===== src/sv/bis_pkg.sv =====
// Shared constants and types for the bitmap intersection scanner.
package bis_pkg;

    // Parameter defaults
    localparam int MAX_SETS_DEF   = 8;
    localparam int WORD_BITS_DEF  = 64;
    localparam int MAX_BLOCKS_DEF = 1024;

    // Fixed field widths
    localparam int NUM_SET_WORDS = 8;
    localparam int SET_WORD_W    = 64;
    localparam int BLOCK_W       = 10;
    localparam int LIMIT_W       = 11;
    localparam int SETS_W        = 4;
    localparam int ENTITY_W      = 16;
    localparam int CFG_IDX_W     = 4;
    localparam int CFG_DATA_W    = 11;

    // Width of one scan lane
    localparam int SEG_W = 8;

    // Register indexes
    localparam logic [CFG_IDX_W-1:0] REG_SETS_IN_USE = CFG_IDX_W'(0);
    localparam logic [CFG_IDX_W-1:0] REG_BLOCK_LIMIT = CFG_IDX_W'(1);

    typedef logic [SET_WORD_W-1:0] set_word_t;

endpackage


===== src/sv/bis_if.sv =====
// Channel interfaces: input blocks, result ids and configuration writes.
interface bis_item_if;
    logic                         valid;
    logic                         ready;
    logic [bis_pkg::BLOCK_W-1:0]  block_index;
    bis_pkg::set_word_t           set_word_0;
    bis_pkg::set_word_t           set_word_1;
    bis_pkg::set_word_t           set_word_2;
    bis_pkg::set_word_t           set_word_3;
    bis_pkg::set_word_t           set_word_4;
    bis_pkg::set_word_t           set_word_5;
    bis_pkg::set_word_t           set_word_6;
    bis_pkg::set_word_t           set_word_7;

    modport source (
        output valid, block_index, set_word_0, set_word_1, set_word_2, set_word_3,
               set_word_4, set_word_5, set_word_6, set_word_7,
        input  ready
    );
    modport sink (
        input  valid, block_index, set_word_0, set_word_1, set_word_2, set_word_3,
               set_word_4, set_word_5, set_word_6, set_word_7,
        output ready
    );
endinterface

interface bis_result_if;
    logic                         valid;
    logic                         ready;
    logic [bis_pkg::ENTITY_W-1:0] entity_id;
    logic                         last_in_block;

    modport source (output valid, entity_id, last_in_block, input ready);
    modport sink   (input  valid, entity_id, last_in_block, output ready);
endinterface

interface bis_cfg_if;
    logic                           valid;
    logic                           ready;
    logic [bis_pkg::CFG_IDX_W-1:0]  index;
    logic [bis_pkg::CFG_DATA_W-1:0] data;

    modport source (output valid, index, data, input ready);
    modport sink   (input  valid, index, data, output ready);
endinterface


===== src/sv/bis_seg_scan.sv =====
// One scan lane: lowest set bit within a narrow segment of the pending word.
module bis_seg_scan #(
    parameter int SEG_W = bis_pkg::SEG_W
) (
    input  logic [SEG_W-1:0]         seg,
    output logic                     hit,
    output logic [$clog2(SEG_W)-1:0] pos
);
    import bis_pkg::*;

    localparam int POS_W = $clog2(SEG_W);

    assign hit = |seg;

    // Walk down so the lowest set bit wins
    always_comb
    begin
        pos = '0;
        for (int i = SEG_W - 1; i >= 0; i--)
        begin
            if (seg[i])
            begin
                pos = POS_W'(i);
            end
        end
    end

endmodule


===== src/sv/bis_scan_merge.sv =====
// Merging stage: picks the lowest lane with a hit and forms the bit index.
module bis_scan_merge #(
    parameter int NUM_SEG = 8,
    parameter int SEG_W   = bis_pkg::SEG_W
) (
    input  logic [NUM_SEG-1:0]                       seg_hit,
    input  logic [$clog2(SEG_W)-1:0]                 seg_pos [NUM_SEG],
    output logic                                     found,
    output logic [$clog2(NUM_SEG)+$clog2(SEG_W)-1:0] bit_idx
);
    import bis_pkg::*;

    localparam int SEL_W = $clog2(NUM_SEG);

    logic [SEL_W-1:0] sel;

    assign found = |seg_hit;

    // Lowest lane with a hit
    always_comb
    begin
        sel = '0;
        for (int g = NUM_SEG - 1; g >= 0; g--)
        begin
            if (seg_hit[g])
            begin
                sel = SEL_W'(g);
            end
        end
    end

    assign bit_idx = {sel, seg_pos[sel]};

endmodule


===== src/sv/bitmap_intersection_scan.sv =====
// Top level: set-word AND, scan register, lane scanners and result register.
// A taken beat loads the pending-bits register; each id is then registered in the output register.
// Throughput: one id per cycle unless results stall; a block is held until its last matching
//   id is issued, and an empty or out-of-range block is not held; bits_reg sets this.
// Next block is taken once the pending-bits register has emptied.
// Reset: sets_in_use = 1, block_limit = 0, scanner and output register empty.
module bitmap_intersection_scan #(
    parameter int MAX_SETS   = bis_pkg::MAX_SETS_DEF,
    parameter int WORD_BITS  = bis_pkg::WORD_BITS_DEF,
    parameter int MAX_BLOCKS = bis_pkg::MAX_BLOCKS_DEF
) (
    input  logic         clk,
    input  logic         rst_n,
    bis_cfg_if.sink      cfg,
    bis_item_if.sink     items,
    bis_result_if.source results
);
    import bis_pkg::*;

    localparam int NUM_SEG = WORD_BITS / SEG_W;
    localparam int POS_W   = $clog2(SEG_W);
    localparam int BIT_W   = $clog2(WORD_BITS);

    // Registers
    logic [SETS_W-1:0]    sets_reg,      sets_next;
    logic [LIMIT_W-1:0]   limit_reg,     limit_next;
    logic [WORD_BITS-1:0] bits_reg,      bits_next;
    logic [BLOCK_W-1:0]   block_reg,     block_next;
    logic                 out_valid_reg, out_valid_next;
    logic [ENTITY_W-1:0]  out_id_reg,    out_id_next;
    logic                 out_last_reg,  out_last_next;

    // Combinational
    set_word_t            words [NUM_SET_WORDS];
    set_word_t            and_word;
    logic [SETS_W-1:0]    nsets_eff;
    logic [LIMIT_W-1:0]   limit_eff;
    logic                 in_range;
    logic                 item_fire;
    logic                 busy;
    logic                 step;
    logic [WORD_BITS-1:0] bits_cleared;
    logic [NUM_SEG-1:0]   seg_hit;
    logic [POS_W-1:0]     seg_pos [NUM_SEG];
    logic                 scan_found;
    logic [BIT_W-1:0]     scan_idx;

    assign words[0] = items.set_word_0;
    assign words[1] = items.set_word_1;
    assign words[2] = items.set_word_2;
    assign words[3] = items.set_word_3;
    assign words[4] = items.set_word_4;
    assign words[5] = items.set_word_5;
    assign words[6] = items.set_word_6;
    assign words[7] = items.set_word_7;

    // Configuration: always ready; writes are expected only while idle
    assign cfg.ready = 1'b1;

    always_comb
    begin
        sets_next  = sets_reg;
        limit_next = limit_reg;
        if (cfg.valid)
        begin
            unique case (cfg.index)
                REG_SETS_IN_USE: sets_next  = cfg.data[SETS_W-1:0];
                REG_BLOCK_LIMIT: limit_next = cfg.data;
                default:         ;
            endcase
        end
    end

    // Effective register values after saturation
    always_comb
    begin
        priority if (sets_reg == '0)
            nsets_eff = SETS_W'(1);
        else if (sets_reg > SETS_W'(MAX_SETS))
            nsets_eff = SETS_W'(MAX_SETS);
        else
            nsets_eff = sets_reg;
    end

    assign limit_eff = (limit_reg > LIMIT_W'(MAX_BLOCKS)) ? LIMIT_W'(MAX_BLOCKS) : limit_reg;
    assign in_range  = {1'b0, items.block_index} < limit_eff;

    // AND of the words in use; id zero is reserved
    always_comb
    begin
        and_word = '1;
        for (int i = 0; i < NUM_SET_WORDS; i++)
        begin
            if (i < MAX_SETS && SETS_W'(i) < nsets_eff)
            begin
                and_word = and_word & words[i];
            end
        end
        if (items.block_index == '0)
        begin
            and_word[0] = 1'b0;
        end
    end

    // Handshake
    assign busy        = |bits_reg;
    assign items.ready = ~busy;
    assign item_fire   = items.valid & items.ready;
    assign step        = busy & (~out_valid_reg | results.ready);

    // Scan lanes over the pending word
    for (genvar g = 0; g < NUM_SEG; g++)
    begin : g_lane
        bis_seg_scan #(
            .SEG_W (SEG_W)
        ) u_seg (
            .seg (bits_reg[g*SEG_W +: SEG_W]),
            .hit (seg_hit[g]),
            .pos (seg_pos[g])
        );
    end

    bis_scan_merge #(
        .NUM_SEG (NUM_SEG),
        .SEG_W   (SEG_W)
    ) u_merge (
        .seg_hit (seg_hit),
        .seg_pos (seg_pos),
        .found   (scan_found),
        .bit_idx (scan_idx)
    );

    // Drop the lowest set bit
    assign bits_cleared = bits_reg & (bits_reg - WORD_BITS'(1));

    // Scan and output register
    always_comb
    begin
        bits_next      = bits_reg;
        block_next     = block_reg;
        out_valid_next = out_valid_reg;
        out_id_next    = out_id_reg;
        out_last_next  = out_last_reg;

        if (results.ready)
        begin
            out_valid_next = 1'b0;
        end

        if (item_fire && in_range)
        begin
            bits_next  = WORD_BITS'(and_word);
            block_next = items.block_index;
        end
        else if (step)
        begin
            bits_next      = bits_cleared;
            out_valid_next = 1'b1;
            out_id_next    = ENTITY_W'({block_reg, scan_idx});
            out_last_next  = (bits_cleared == '0);
        end
    end

    always_ff @(posedge clk or negedge rst_n)
    begin
        if (!rst_n)
        begin
            sets_reg      <= SETS_W'(1);
            limit_reg     <= '0;
            bits_reg      <= '0;
            block_reg     <= '0;
            out_valid_reg <= 1'b0;
            out_id_reg    <= '0;
            out_last_reg  <= 1'b0;
        end
        else
        begin
            sets_reg      <= sets_next;
            limit_reg     <= limit_next;
            bits_reg      <= bits_next;
            block_reg     <= block_next;
            out_valid_reg <= out_valid_next;
            out_id_reg    <= out_id_next;
            out_last_reg  <= out_last_next;
        end
    end

    assign results.valid         = out_valid_reg;
    assign results.entity_id     = out_id_reg;
    assign results.last_in_block = out_last_reg;

    // Assertions
    a_no_zero_id: assert property (@(posedge clk) disable iff (!rst_n)
        results.valid |-> results.entity_id != '0)
        else $error("reserved id zero emitted");

    a_lane_hit: assert property (@(posedge clk) disable iff (!rst_n)
        busy |-> scan_found)
        else $error("pending bits but no lane found a hit");

    a_last_empties: assert property (@(posedge clk) disable iff (!rst_n)
        (step && bits_cleared == '0) |=> (results.last_in_block && !busy))
        else $error("last id issued but scanner not empty");

    a_more_pending: assert property (@(posedge clk) disable iff (!rst_n)
        (results.valid && !results.last_in_block) |-> busy)
        else $error("non-final id held with nothing left to scan");

endmodule

===== src/flat_wrapper.sv =====
// flat-port wrapper written by rule: the top's interface ports become plain ports
module bitmap_intersection_scan_flat import bis_pkg::*;
#(
    parameter int MAX_SETS   = bis_pkg::MAX_SETS_DEF,
    parameter int WORD_BITS  = bis_pkg::WORD_BITS_DEF,
    parameter int MAX_BLOCKS = bis_pkg::MAX_BLOCKS_DEF
)
  (clk, rst_n, cfg_valid, cfg_index, cfg_data, cfg_ready, items_valid, items_block_index, items_set_word_0, items_set_word_1, items_set_word_2, items_set_word_3, items_set_word_4, items_set_word_5, items_set_word_6, items_set_word_7, items_ready, results_valid, results_entity_id, results_last_in_block, results_ready);
  bis_cfg_if cfg_i ();
  bis_item_if items_i ();
  bis_result_if results_i ();
  input  logic clk;
  input  logic rst_n;
  input wire logic [$bits(cfg_i.valid)-1:0] cfg_valid;
  input wire logic [$bits(cfg_i.index)-1:0] cfg_index;
  input wire logic [$bits(cfg_i.data)-1:0] cfg_data;
  output wire logic [$bits(cfg_i.ready)-1:0] cfg_ready;
  input wire logic [$bits(items_i.valid)-1:0] items_valid;
  input wire logic [$bits(items_i.block_index)-1:0] items_block_index;
  input wire logic [$bits(items_i.set_word_0)-1:0] items_set_word_0;
  input wire logic [$bits(items_i.set_word_1)-1:0] items_set_word_1;
  input wire logic [$bits(items_i.set_word_2)-1:0] items_set_word_2;
  input wire logic [$bits(items_i.set_word_3)-1:0] items_set_word_3;
  input wire logic [$bits(items_i.set_word_4)-1:0] items_set_word_4;
  input wire logic [$bits(items_i.set_word_5)-1:0] items_set_word_5;
  input wire logic [$bits(items_i.set_word_6)-1:0] items_set_word_6;
  input wire logic [$bits(items_i.set_word_7)-1:0] items_set_word_7;
  output wire logic [$bits(items_i.ready)-1:0] items_ready;
  output wire logic [$bits(results_i.valid)-1:0] results_valid;
  output wire logic [$bits(results_i.entity_id)-1:0] results_entity_id;
  output wire logic [$bits(results_i.last_in_block)-1:0] results_last_in_block;
  input wire logic [$bits(results_i.ready)-1:0] results_ready;
  assign cfg_i.valid = cfg_valid;
  assign cfg_i.index = cfg_index;
  assign cfg_i.data = cfg_data;
  assign cfg_ready = cfg_i.ready;
  assign items_i.valid = items_valid;
  assign items_i.block_index = items_block_index;
  assign items_i.set_word_0 = items_set_word_0;
  assign items_i.set_word_1 = items_set_word_1;
  assign items_i.set_word_2 = items_set_word_2;
  assign items_i.set_word_3 = items_set_word_3;
  assign items_i.set_word_4 = items_set_word_4;
  assign items_i.set_word_5 = items_set_word_5;
  assign items_i.set_word_6 = items_set_word_6;
  assign items_i.set_word_7 = items_set_word_7;
  assign items_ready = items_i.ready;
  assign results_valid = results_i.valid;
  assign results_entity_id = results_i.entity_id;
  assign results_last_in_block = results_i.last_in_block;
  assign results_i.ready = results_ready;
  bitmap_intersection_scan #(.MAX_SETS(MAX_SETS), .WORD_BITS(WORD_BITS), .MAX_BLOCKS(MAX_BLOCKS)) u_core (.clk(clk), .rst_n(rst_n), .cfg(cfg_i), .items(items_i), .results(results_i));
endmodule

===== config.mk =====
export PLATFORM = sky130hd
export DESIGN_NAME = bitmap_intersection_scan_flat
export DESIGN_NICKNAME = d
export VERILOG_FILES = /design/src/sv/bis_pkg.sv /design/src/sv/bis_if.sv /design/src/sv/bis_seg_scan.sv /design/src/sv/bis_scan_merge.sv /design/src/sv/bitmap_intersection_scan.sv /design/src/flat_wrapper.sv
export SDC_FILE = /design/constraint.sdc
export NUM_CORES = 1
export LEC_CHECK = 0
export BUFFER_PORTS_ARGS = -buffer_cell sky130_fd_sc_hd__buf_2
export CAP_MARGIN = 20
export CORE_AREA = 2 2 219 221
export DETAILED_ROUTE_END_ITERATION = 7
export DIE_AREA = 0 0 221 223
export PLACE_DENSITY = 0.49
export SYNTH_ARGS = -nofsm -noshare
export SYNTH_HDL_FRONTEND = slang
export SYNTH_SLANG_ARGS = --single-unit

===== constraint.sdc =====
create_clock -name clk -period 4.1 [get_ports clk]
set_input_delay 0.205 -clock clk [delete_from_list [all_inputs] [get_ports clk]]
set_output_delay 0.205 -clock clk [all_outputs]
set_load 0.005 [all_outputs]

# Yosys cells after proc, flatten, opt, wreduce, memory -nomap -nowiden
# Index checks and enable logic that the tools add are counted.
dict set report word_totals {
  elab_cells 146
  inputBits 542
  regBits 107
  out_inout_bits 20
}
dict set report classes {
  addsub 1
  n_lt_le_gt_ge 12
  n_eq_ne 1
  n_reduce_logical 18
  bitwise_logic 15
  mux 92
}
# cell n
set op_table {}
lappend op_table {{$mux W64} 10}
lappend op_table {{$and A64 B64 Y64} 8}
lappend op_table {{$mux W3} 74}
lappend op_table {{$logic_not A64 Y1} 1}
lappend op_table {{$reduce_or A64 Y1} 1}
lappend op_table {{$reduce_or A8 Y1} 8}
lappend op_table {{$sub A64 B1 Y64 const B} 1}
lappend op_table {{$lt A3 B4 Y1 const A} 4}
lappend op_table {{$gt A11 B11 Y1 const B} 1}
lappend op_table {{$lt A10 B11 Y1} 1}
lappend op_table {{$mux W11} 1}
lappend op_table {{$logic_not A10 Y1} 1}
lappend op_table {{$bmux W3 S3} 1}
lappend op_table {{$logic_not A4 Y1} 2}
lappend op_table {{$lt A1 B4 Y1 const A} 2}
lappend op_table {{$lt A2 B4 Y1 const A} 2}
lappend op_table {{$mux W4} 2}
lappend op_table {{$reduce_and A2 Y1} 3}
lappend op_table {{$eq A4 B1 Y1 const B} 1}
lappend op_table {{$ge A4 B4 Y1 const B} 1}
lappend op_table {{$gt A4 B4 Y1 const B} 1}
lappend op_table {{$mux W1} 4}
lappend op_table {{$not A3 Y4} 1}
lappend op_table {{$not A1 Y1} 3}
lappend op_table {{other kinds (4)} 5}

# Longest topological paths before layout
dict set report logic_depth {
  ltp_word 21
  mapped_depth 13
  depth_no_buf 10
}

# Cells and area by module
# Synthesis repeated with hierarchy kept, for this count alone.
dict set report unflattened {
  cells_unflattened 1226
  area_unflattened_um2 9252.6
}
# mod area_each_um2 instances seq_area_each_um2 cells_per_inst
set modules_own_cells {}
lappend modules_own_cells {bitmap_intersection_scan 8256.7 1 2678.8 1086}
lappend modules_own_cells {bis_seg_scan 81.3 8 0.0 13}
lappend modules_own_cells {bis_scan_merge 345.3 1 0.0 36}

# Least setup slack after synthesis
# Ideal clock, no wire load.
dict set report synth_path {
  kind {reg-to-reg}
  start {reg u_core.bits_reg[28]}
  end {reg u_core.out_id_reg[1], in the netlist u_core.results.entity_id[1]}
  setup_time_ns 0.137
  n_path_buf 2
  synth_period_minus_slack_ns 3.096
  path_stages_with_launch 10
  slack_ns 1.004
  arrival_time_ns 2.959
  t_required_ns 3.963
  cell_sequence {dfrtp_1 buf_6 or4_4 or4_1 buf_2 o21ai_1 mux4_2 nor2b_1 nor4_1 a21oi_1}
}
dict set report synth_between {
  elab_chain_cells 9
  elab_cells_between_ends 21
  classes_between {mux: 12; bitwise: 5; reduce/logical: 4}
}
# item line
set synth_rtl {}
lappend synth_rtl {{from (decl)} bitmap_intersection_scan.sv:27} ;# logic [WORD_BITS-1:0] bits_reg, bits_next;
lappend synth_rtl {{from (signal assigned)} bitmap_intersection_scan.sv:180} ;# bits_reg <= bits_next;
lappend synth_rtl {{$reduce_or A8 Y1} bis_seg_scan.sv:13} ;# assign hit = |seg;
lappend synth_rtl {{$mux W3 (4 in series)} bis_scan_merge.sv:25} ;# if (seg_hit[g])
lappend synth_rtl {{$not A3 Y4 (not written as such)} bis_scan_merge.sv:32} ;# assign bit_idx = {sel, seg_pos[sel]};
lappend synth_rtl {{$bmux W3 S3} bis_scan_merge.sv:32}
lappend synth_rtl {{$mux W3 (not written as such) (2 in series)} bis_scan_merge.sv:32}
lappend synth_rtl {{to (signal assigned)} bitmap_intersection_scan.sv:183} ;# out_id_reg <= out_id_next;
lappend synth_rtl {{to (decl)} bitmap_intersection_scan.sv:30} ;# logic [ENTITY_W-1:0] out_id_reg, out_id_next;
# Parallel ways exist; a longest one is shown, timed or not. The select of a mux whose other input is x is not followed.
# A chain may end at the register's enable or synchronous reset.

# Worst setup path in the final report
dict set report layout_path {
  start {reg u_core.bits_reg[19]}
  end {reg u_core.out_id_reg[1], in the netlist u_core.results.entity_id[1]}
}
dict set report layout_between {
  elab_chain_cells 8
  elab_cells_between_ends 19
  classes_between {mux: 10; bitwise: 5; reduce/logical: 4}
}
# item line
set layout_rtl {}
lappend layout_rtl {{$reduce_or A8 Y1} bis_seg_scan.sv:13}
lappend layout_rtl {{$mux W3 (3 in series)} bis_scan_merge.sv:25}
lappend layout_rtl {{$not A3 Y4 (not written as such)} bis_scan_merge.sv:32}
lappend layout_rtl {{$bmux W3 S3} bis_scan_merge.sv:32}
lappend layout_rtl {{$mux W3 (not written as such) (2 in series)} bis_scan_merge.sv:32}
# Parallel ways exist; a longest one is shown, timed or not. The select of a mux whose other input is x is not followed.

==> results.ini <==
[floorplan]
placementRows = 80
die_h_um = 223
dieArea_sq_mm = 0.0493
die_w_um = 221
start_util = 0.194
io_pins = 562
core_area_sq_mm = 0.0471

[setup_path]
required_ns = 4.34
crit_path_start_kind = register
crit_path_cell_trace = or4_1 > or4_1 > o21ai_1 > mux4_2 > nor2b_1 > nor4_1 > a21oi_1
critPathBufInv = 0
end_kind = register
crit_fanout = 8
crit_path_max_incr_delay_ns = 0.74
worst_r2r_path_depth = 7
path_delay_family = simple AND/OR/NAND/NOR gates
cp_slowest_cell = or4_1
arrival_ns = 3.86
cp_num_cells = 7
crit_type = register to register
crit_top_cell = or4_1

[global_route]
grt_util_met1 = 0.362
grt_pass1_vias = 12100
grt_start_max_net_pins = 65
gr-usage-met2 = 0.420
grtUsageMet3 = 0.0515
gr-total-overflow = 0
track_usage = 0.261
grt_pass1_wl_um = 92400
antenna_found_initial = 44
busiest_layer = met2

[drt]
ant_nets = 0
first_pass_iters = 5
routedWlPerCell_um = 27.5
via_per_inst = 5.22
drc_errors = 0
drt_iter0_drc = 1043
vias = 12800
wl_um = 67200

[clock_tree]
root_buffer = clkbuf_16
cts_inserted_buffers = 9
cts-resized-gates = 0
clock_path_buffers = 2
tritoncts = done
cts.clk_slew.worst_paths_ns = 0.09
worstSkewPairLatency_ns = 0.37
cts_sinks = 107
post_cts_buffers = 0
htree_levels = 3
hold_buffers = 1

[synth]
ys.flop_type = dfrtp_1
synth_mux_area_frac = 0.0231
synth_top_family_by_area = compound AO/OA/AOI/OAI gates
syn_area_per_cell_sq_um = 7.23
yosys_warnings = 0
synth_cell_types = 72
synth_edf_count = 0
synth.yosys.seq_area_share = 0.293
synthTopCellsByArea = dfrtp_1 (29%), o21ai_0 (16%), nand2_1 (8.6%), nor2b_1 (4.7%), a221oi_1 (4.1%)
synth.top_cell.area_share = 0.290
synth_top_cell_by_area = dfrtp_1
ys_ff_latch = 107
synthAdderAreaFrac = 0.0145
yosys.area_share.simple = 0.240
synth_compound_area_frac = 0.379
synth-xor-area-share = 0
synthCells = 1264
ys_async_sr_fraction = 1.00
netlist_area_sq_mm = 0.00914
syn_nets = 1815

[placed_design]
dpl.hpwl_um = 56700
placed_cell_area_sq_mm = 0.0129
place_congestion = 0.997
port_buffers = 560

[final_layout]
area_growth_pct = 44.9
largest_register_ffs = 64
finalNetCount = 2361
post-route-cell-area_sq_mm = 0.0132
drive_gt1_frac = 0.377

[sta]
grt_setup_unrepaired = no
worst_slew_pin_slew_ns = 1.01
fmax_mhz = 277
min_period_over_period = 0.881
slew_headroom = 0.318
holdWs_ns = 0.0581
drv_slew = 0
final.setup_skew_ns = 0.0124
setup_violations = 0
finalHoldViolCount = 0
fin_crit_ns = 3.61
setup_tns_ns = 0

[power_and_ir_drop]
pwr_density_cell_mw_per_mm2 = 1160
peakVddDrop_mv = 1.00
p_leak_nw = 6.17

[hold_path]
hp-class = primary input to register
hold_depth = 2

[outcome]
status = finished, final reports clean

[flow_run]
maxCapViolations = 0

cell usage after synthesis, types with 4 or more instances:
cell type and number:
a21o_1 10, a21oi_1 48, a221o_1 18, a221oi_1 43
a31oi_1 6, buf_1 4, buf_2 9, clkbuf_1 71
dfrtp_1 106, ha_1 9, inv_1 23, mux2_2 15
nand2_1 209, nand2b_1 12, nand3_1 16, nand4_1 9
nor2_1 59, nor2b_1 68, nor3_1 15, nor4_1 24
o2111ai_1 5, o211ai_1 28, o21a_1 4, o21ai_0 285
o21ai_1 39, o21bai_1 9, o221ai_1 11, o22ai_1 11
o31ai_1 9, o32ai_1 4, o41ai_1 9, or2_2 7
or4_1 11
power by group:
group,total (mW),internal [mW],switching [mW]
registers,1.96,1.46,0.490
clock network,0.900,0.425,0.475
logic,12.6,4.27,8.28
cell usage in the layout, fill, tap and decap left out, drive strengths merged, types with 26 or more instances in the layout:
cell type    n
o211ai      28
nor2        60
buf        622
a21oi       48
nor4        26
dfrtp      106
nor2b       68
a221oi      43
inv         27
nand2      210
o21ai      324
worst paths after layout:
| kind | startpoint | to | slack [ns] |
|---|---|---|---|
| max in group asynchronous | rst_n | u_core.sets_reg[3] | 2.70 |
| min in group asynchronous | rst_n | u_core.results.entity_id[9] | 0.39 |
| worst max-delay path | u_core.bits_reg[19] | u_core.results.entity_id[1] | 0.49 |
| worst min-delay path | cfg_data[4] | u_core.limit_reg[4] | 0.06 |
| worst max register to register | u_core.bits_reg[19] | u_core.results.entity_id[1] | 0.49 |
| worst min register to register | u_core.results.entity_id[13] | u_core.results.entity_id[13] | 0.47 |
routing by layer:
layer	share of wire	vias to the layer above
li1	-	5847
met1	0.44	6199
met2	0.46	598
met3	0.076	102
met4	0.022	24
met5	0.0024	-
worst register-to-register path, cell delays in order (launching register included):
cell and delay, ns:
dfrtp_1 0.47, or4_1 0.62, or4_1 0.74, o21ai_1 0.49, mux4_2 0.56, nor2b_1 0.14
nor4_1 0.35, a21oi_1 0.11
cell type report:
class,instances,area [sq um]
flip-flops and latches,107,2680
fillers,5212,33900
multi-input cells,1045,6030
diodes,15,37.5
well taps,615,769
clock buffers,9,225
clock inverters,7,62.6
repair buffers,623,3340
inverters,24,90.1
metrics by stage:
stage | util | cells | setup WS (ns) | power, mW
4_1_cts | 0.280 | 2430 | 0.504 | 15.2
3_5_place_dp | 0.274 | 2413 | 0.520 | 14.3
6_report | 0.281 | 2445 | 0.486 | 15.4
3_3_place_gp | 0.274 | 2413 | 0.639 | 14.5
5_1_grt | 0.280 | 2434 | 0.274 | 16.4
2_1_floorplan | - | 1264 | 1.00 | 8.99
cells by family after synthesis:
kind of cell | Yosys count
multiplexers | 18
buffers and inverters | 112
flip-flops | 107
AND/OR/NAND/NOR | 451
AO/OA/AOI/OAI | 564
adder cells (fa/ha/maj) | 11
other | 1
Note: power is estimated with default switching activity, not from simulation.
